**src/rtl/core/ibkl_pkg.sv**
```systemverilog
// Shared constants, codes and the pipeline transaction type of the key lookup block.
package ibkl_pkg;

    localparam int TREE_NODES_DEF = 1024;

    localparam int IDX_W  = 10;
    localparam int KEY_W  = 64;
    localparam int DATA_W = 64;
    localparam int KIND_W = 2;

    // node index widened so that every comparison against the tree size fits
    localparam int IDX_WIDE_W = 18;

    // stored node word: {kind, key, start, length}
    localparam int WORD_W = KIND_W + KEY_W + 2 * DATA_W;

    localparam logic ACT_WRITE  = 1'b0;
    localparam logic ACT_LOOKUP = 1'b1;

    localparam logic [KIND_W-1:0] KIND_NORMAL   = 2'd0;
    localparam logic [KIND_W-1:0] KIND_TERMINAL = 2'd1;
    localparam logic [KIND_W-1:0] KIND_EMPTY    = 2'd2;

    // one transaction in flight; start and length carry the result once found
    typedef struct packed {
        logic              valid;
        logic              act;
        logic [IDX_W-1:0]  idx;
        logic [KEY_W-1:0]  key;
        logic [DATA_W-1:0] start;
        logic [DATA_W-1:0] length;
        logic [KIND_W-1:0] kind;
        logic              done;
        logic              found;
    } t_item;

endpackage

```
**src/rtl/core/ibkl_ram.sv**
```systemverilog
// Generic single write port, single read port RAM with registered read data.
module ibkl_ram #(
    parameter int WIDTH = 8,
    parameter int DEPTH = 2
) (
    input  logic                     i_clk,
    input  logic                     i_we,
    input  logic [$clog2(DEPTH)-1:0] i_waddr,
    input  logic [WIDTH-1:0]         i_wdata,
    input  logic                     i_re,
    input  logic [$clog2(DEPTH)-1:0] i_raddr,
    output logic [WIDTH-1:0]         o_rdata
);
    logic [WIDTH-1:0] r_mem [DEPTH];
    logic [WIDTH-1:0] r_rdata;

    always_ff @(posedge i_clk) begin
        if (i_we) begin
            r_mem[i_waddr] <= i_wdata;
        end
    end

    always_ff @(posedge i_clk) begin
        if (i_re) begin
            r_rdata <= r_mem[i_raddr];
        end
    end

    assign o_rdata = r_rdata;
endmodule

```
**src/rtl/core/ibkl_level.sv**
```systemverilog
// One tree level: its node store, an address stage, a data stage and the key compare.
module ibkl_level
    import ibkl_pkg::*;
#(
    parameter int LEVEL      = 0,
    parameter int TREE_NODES = TREE_NODES_DEF,
    parameter int CUR_W      = $clog2(TREE_NODES)
) (
    input  logic             i_clk,
    input  logic             i_rst_n,
    input  logic             i_adv,
    input  logic             i_clr_en,
    input  logic [CUR_W-2:0] i_clr_addr,
    input  t_item            i_item,
    input  logic [CUR_W-1:0] i_cur,
    output t_item            o_item,
    output logic [CUR_W-1:0] o_cur
);
    localparam int AW    = (LEVEL == 0) ? 1 : LEVEL;
    localparam int DEPTH = 2 ** AW;

    localparam logic [IDX_WIDE_W-1:0] LVL_LO = IDX_WIDE_W'(2 ** LEVEL);
    localparam logic [IDX_WIDE_W-1:0] LVL_HI = IDX_WIDE_W'(2 ** (LEVEL + 1));
    localparam logic [IDX_WIDE_W-1:0] LIMIT  = IDX_WIDE_W'(TREE_NODES);
    localparam logic [CUR_W:0]        CHILD_LIMIT = (CUR_W + 1)'(TREE_NODES);

    t_item            r_a;
    logic [CUR_W-1:0] r_a_cur;
    t_item            r_b;
    logic [CUR_W-1:0] r_b_cur;

    logic [IDX_WIDE_W-1:0] w_idx;
    logic                  w_hit;
    logic                  w_we;
    logic [AW-1:0]         w_waddr;
    logic [WORD_W-1:0]     w_wdata;
    logic [WORD_W-1:0]     w_rdata;

    logic [KIND_W-1:0] w_kind;
    logic [KEY_W-1:0]  w_key;
    logic [DATA_W-1:0] w_start;
    logic [DATA_W-1:0] w_length;
    logic [CUR_W:0]    w_child;

    // address stage
    always_ff @(posedge i_clk) begin
        if (!i_rst_n) begin
            r_a.valid <= 1'b0;
        end else if (i_adv) begin
            r_a     <= i_item;
            r_a_cur <= i_cur;
        end
    end

    // data stage, aligned with the registered read
    always_ff @(posedge i_clk) begin
        if (!i_rst_n) begin
            r_b.valid <= 1'b0;
        end else if (i_adv) begin
            r_b     <= r_a;
            r_b_cur <= r_a_cur;
        end
    end

    assign w_idx = IDX_WIDE_W'(r_a.idx);
    assign w_hit = (w_idx >= LVL_LO) && (w_idx < LVL_HI) && (w_idx < LIMIT);
    assign w_we  = i_clr_en || (i_adv && r_a.valid && (r_a.act == ACT_WRITE) && w_hit);

    always_comb begin
        if (i_clr_en) begin
            w_waddr = i_clr_addr[AW-1:0];
            w_wdata = {KIND_EMPTY, {(WORD_W - KIND_W){1'b0}}};
        end else begin
            w_waddr = w_idx[AW-1:0];
            w_wdata = {r_a.kind, r_a.key, r_a.start, r_a.length};
        end
    end

    ibkl_ram #(
        .WIDTH (WORD_W),
        .DEPTH (DEPTH)
    ) u_ram (
        .i_clk   (i_clk),
        .i_we    (w_we),
        .i_waddr (w_waddr),
        .i_wdata (w_wdata),
        .i_re    (i_adv),
        .i_raddr (r_a_cur[AW-1:0]),
        .o_rdata (w_rdata)
    );

    assign {w_kind, w_key, w_start, w_length} = w_rdata;
    assign w_child = {r_b_cur, (r_b.key > w_key)};

    always_comb begin
        o_item = r_b;
        o_cur  = r_b_cur;
        if (r_b.valid && !r_b.done) begin
            if (!(w_kind inside {KIND_NORMAL, KIND_TERMINAL})) begin
                o_item.done = 1'b1;
            end else if (r_b.key == w_key) begin
                o_item.done   = 1'b1;
                o_item.found  = 1'b1;
                o_item.start  = w_start;
                o_item.length = w_length;
            end else if (w_kind == KIND_TERMINAL) begin
                o_item.done = 1'b1;
            end else if (w_child >= CHILD_LIMIT) begin
                // drop off the end of the table
                o_item.done = 1'b1;
            end else begin
                o_cur = w_child[CUR_W-1:0];
            end
        end
    end
endmodule

```
**config.mk**
```make
export PLATFORM = sky130hd
export DESIGN_NAME = ibkl_level
export DESIGN_NICKNAME = d
export VERILOG_FILES = /design/src/rtl/core/ibkl_pkg.sv /design/src/rtl/core/ibkl_ram.sv /design/src/rtl/core/ibkl_level.sv
export SDC_FILE = /design/constraint.sdc
export NUM_CORES = 1
export LEC_CHECK = 0
export ABC_AREA = 1
export ABC_CLOCK_PERIOD_IN_PS = 20100
export BUFFER_PORTS_ARGS = -buffer_cell sky130_fd_sc_hd__buf_2
export CAP_MARGIN = 20
export CORE_MARGIN = 2
export CORE_UTILIZATION = 60
export CTS_CLUSTER_DIAMETER = 40
export CTS_CLUSTER_SIZE = 16
export DETAILED_ROUTE_END_ITERATION = 12
export PLACE_DENSITY_LB_ADDON = 0.1
export SLEW_MARGIN = 40
export SYNTH_ARGS = -nofsm -noshare
export SYNTH_HDL_FRONTEND = slang
export SYNTH_SLANG_ARGS = --single-unit
```
**constraint.sdc**
```tcl
create_clock -name i_clk -period 20.1 [get_ports i_clk]
set_clock_uncertainty 0.05 [all_clocks]
set_input_delay 2.01 -clock i_clk [delete_from_list [all_inputs] [get_ports i_clk]]
set_output_delay 2.01 -clock i_clk [all_outputs]
set_load 0.01 [all_outputs]
```
==> flow_metrics.env <==
export IMPL_status="completed"
export IMPL_grtUsageTotal_pct=22.52
export IMPL_crit_arrival_ps=4110
export IMPL_grt_overflow=0
export IMPL_cts_sinks=1018
export IMPL_via_per_inst=5.152
export IMPL_crit_fanout=78
export IMPL_drt_total_wl_microns=75820
export IMPL_cp_slowest_cell="buf_4"
export IMPL_cts_hold_buffers=0
export IMPL_max_freq_mhz=162.0
export IMPL_crit_top_cell="nand2_1"
export IMPL_finalCriticalPeriod_ps=6174
export IMPL_cp_buffers_inverters=3
export IMPL_die_w_microns=260.1
export IMPL_clk_pin_slew_worst_paths_ps=50
export IMPL_std_cell_rows=93
export IMPL_crit_chain="ha_1, nand2_1, nor2_1, nand2_1, nor2_2, nand2_1, nor2_2, nand4_4, buf_4, buf_6, o21ai_2, buf_2"
export IMPL_yosysWarnings=0
export IMPL_cts_buffers=133
export IMPL_worst_setup_path_start_kind="flop"
export IMPL_antenna_found_initial=21
export IMPL_grt_pass1_wl_microns=114300
export IMPL_async_reset_ff_share_pct=0
export IMPL_ir_drop_uv=107.7
export IMPL_cp_top_family="simple AND/OR/NAND/NOR gates"
export IMPL_mostFrequentLayoutCells="edfxtp_1, buf_2, inv_1, nand2_1, nor2_1"
export IMPL_setup_viol=0
export IMPL_layout_setup_ws_ps=13930
export IMPL_area_delta_synth_final_pct=18.27
export IMPL_slowest_delay_ps=530
export IMPL_synth_top_area_share_pct=77.56
export IMPL_die_area_sq_um=67630
export IMPL_clk_latency_ps=700
export IMPL_yosys_cell_types_count=30
export IMPL_post_route_util_pct=72.04
export IMPL_cts_tree="yes"
export IMPL_drc_errors=0
export IMPL_leakagePower_nw=18.99
export IMPL_drt_pass1_iter_count=5
export IMPL_ant_nets=0
export IMPL_die_h_microns=260.1
export IMPL_crit_type="flop to output port"
export IMPL_finalHoldViolCount=0
export IMPL_grt_max_degree=145
export IMPL_drive_gt1_share_pct=32.59
export IMPL_fin_setup_tns_ps=0
export IMPL_critPathLaunch="o_item[179]"
export IMPL_h_tree_depth=4
export IMPL_gp_congestion=0.8000
export IMPL_slew_violations=0
export IMPL_slew_headroom_pct=47.98
export IMPL_routedWlPerCell_microns=19.34
export IMPL_synthTopCellsByArea="edfxtp_1, mux2_2, inv_1"
export IMPL_cts_resized=0
export IMPL_r2r_start="r_a[203]"
export IMPL_synth_edf_count=1016
export IMPL_synthFlopType="edfxtp_1"
export IMPL_syn_mean_instance_area_sq_um=15.74
export IMPL_fin_cells=3921
export IMPL_dp_cells=3668
export IMPL_drt_iter0_markers=1492
export IMPL_hold_path_class="flop to flop"
export IMPL_rsz0062_at_grt="no"
export IMPL_min_period_over_period_pct=30.72
export IMPL_synth_net_count=2794
export IMPL_synth_yosys_seq_area_share_pct=77.66
export IMPL_cap_violations=0
export IMPL_hp_start="r_a_cur[7]"
export IMPL_worst_pin_slew_ps=780.3
export IMPL_crit_required_ps=18040
export IMPL_grt_pass1_vias=21190
export IMPL_cts_root_buffer="clkbuf_16"
export IMPL_end_kind="output port"
export IMPL_ys_seq_elements=1018
export IMPL_cts_setup_buffers=0
export IMPL_clock_path_buffers=3
export IMPL_power_density_nw_per_um2=110.6
export IMPL_io_buffers=440
export IMPL_ios=449
export IMPL_dr_total_vias=20200
export IMPL_dp_hpwl_microns=45110
export IMPL_yosysTopAreaCell="edfxtp_1"
export IMPL_synth_area_sq_um=39340
export IMPL_place_ws_ps=14240
export IMPL_layout_commonest_cell="edfxtp_1"
export IMPL_synthCells=2499
export IMPL_core_area_sq_um=64580
export IMPL_num_nets_final=3243
export IMPL_start_util_pct=60.91
-- synthesized netlist by cell type (2+ instances only) --
cell / count
nor3_1: 3
nor2_2: 3
buf_1: 5
a21o_1: 4
buf_4: 79
nor4_1: 2
mux2_2: 194
clkbuf_1: 25
o21ai_2: 110
inv_1: 418
nor2_1: 223
o21ai_1: 10
o21ai_0: 15
dfxtp_1: 2
nand4_1: 5
buf_2: 16
ha_1: 64
nand3_1: 11
nand2_1: 234
a21oi_1: 27
buf_6: 25
edfxtp_1: 1016
-- metrics by stage --
stage	instance area [sq um]	power, mW	hold WS [ps]
finish	46520	5.145	370.5
global route	46520	5.302	375.7
CTS	46480	5.193	370.1
detailed placement	41880	2.785	355.4
global placement	41760	2.770	351.0
floorplan	39340	2.710	350.3
-- layer usage --
| metal | wire length [microns] | share of wire, % | track usage, % | vias up |
|---|---|---|---|---|
| li1 | - | - | - | 9508 |
| met1 | 29930 | 39 | 27.63 | 9977 |
| met2 | 38620 | 51 | 38.29 | 537 |
| met3 | 4974 | 6.6 | 5.877 | 157 |
| met4 | 2144 | 2.8 | 9.048 | 22 |
| met5 | 151 | 0.20 | 0 | - |
-- flip-flops by register name (all words and copies together), names as in the netlist --
name and count:
o_item 78, r_a 208, r_b 130, r_a_cur 10
u_ram.r_mem 388, r_b_cur 10, u_ram.o_rdata 194
-- logic make-up after synthesis --
family / after synthesis / share of synthesized area, %
muxes: 194 / 5.554
adders and majority gates: 64 / 2.036
and+or+nand+nor: 484 / 4.771
buffers and inverters: 569 / 6.711
DFF: 1018 / 77.66
AOI/OAI and AO/OA: 170 / 3.267
-- worst paths after layout --
check / to / slack, ps / cells past startpoint
worst max-delay path: o_item[52] / 13930 / 12
worst min-delay path: r_b_cur[7] / 370 / 0
worst max register to register: u_ram.r_mem[1][107] / 17450 / 4
worst min register to register: r_b_cur[7] / 370 / 0
-- power by group --
part           switching [mW]  leakage (nW)  internal (mW)  total, mW
clock network           0.899          2.24           1.51       2.40
logic                   0.146          6.99         0.0849      0.231
registers              0.0357          9.77           2.47       2.51
total                    1.08          19.0           4.06       5.15
-- cell type report --
type / instances / area [sq um]
sequential: 1018 / 30550
clock buffer: 153 / 3518
multi-input combinational: 912 / 6175
antenna: 10 / 25.02
clock inverter: 90 / 1082
tap: 855 / 1070
timing repair buffer: 464 / 2520
inverter: 419 / 1585
fill: 4135 / 18060
No activity file was read; power rests on OpenSTA's default activity.
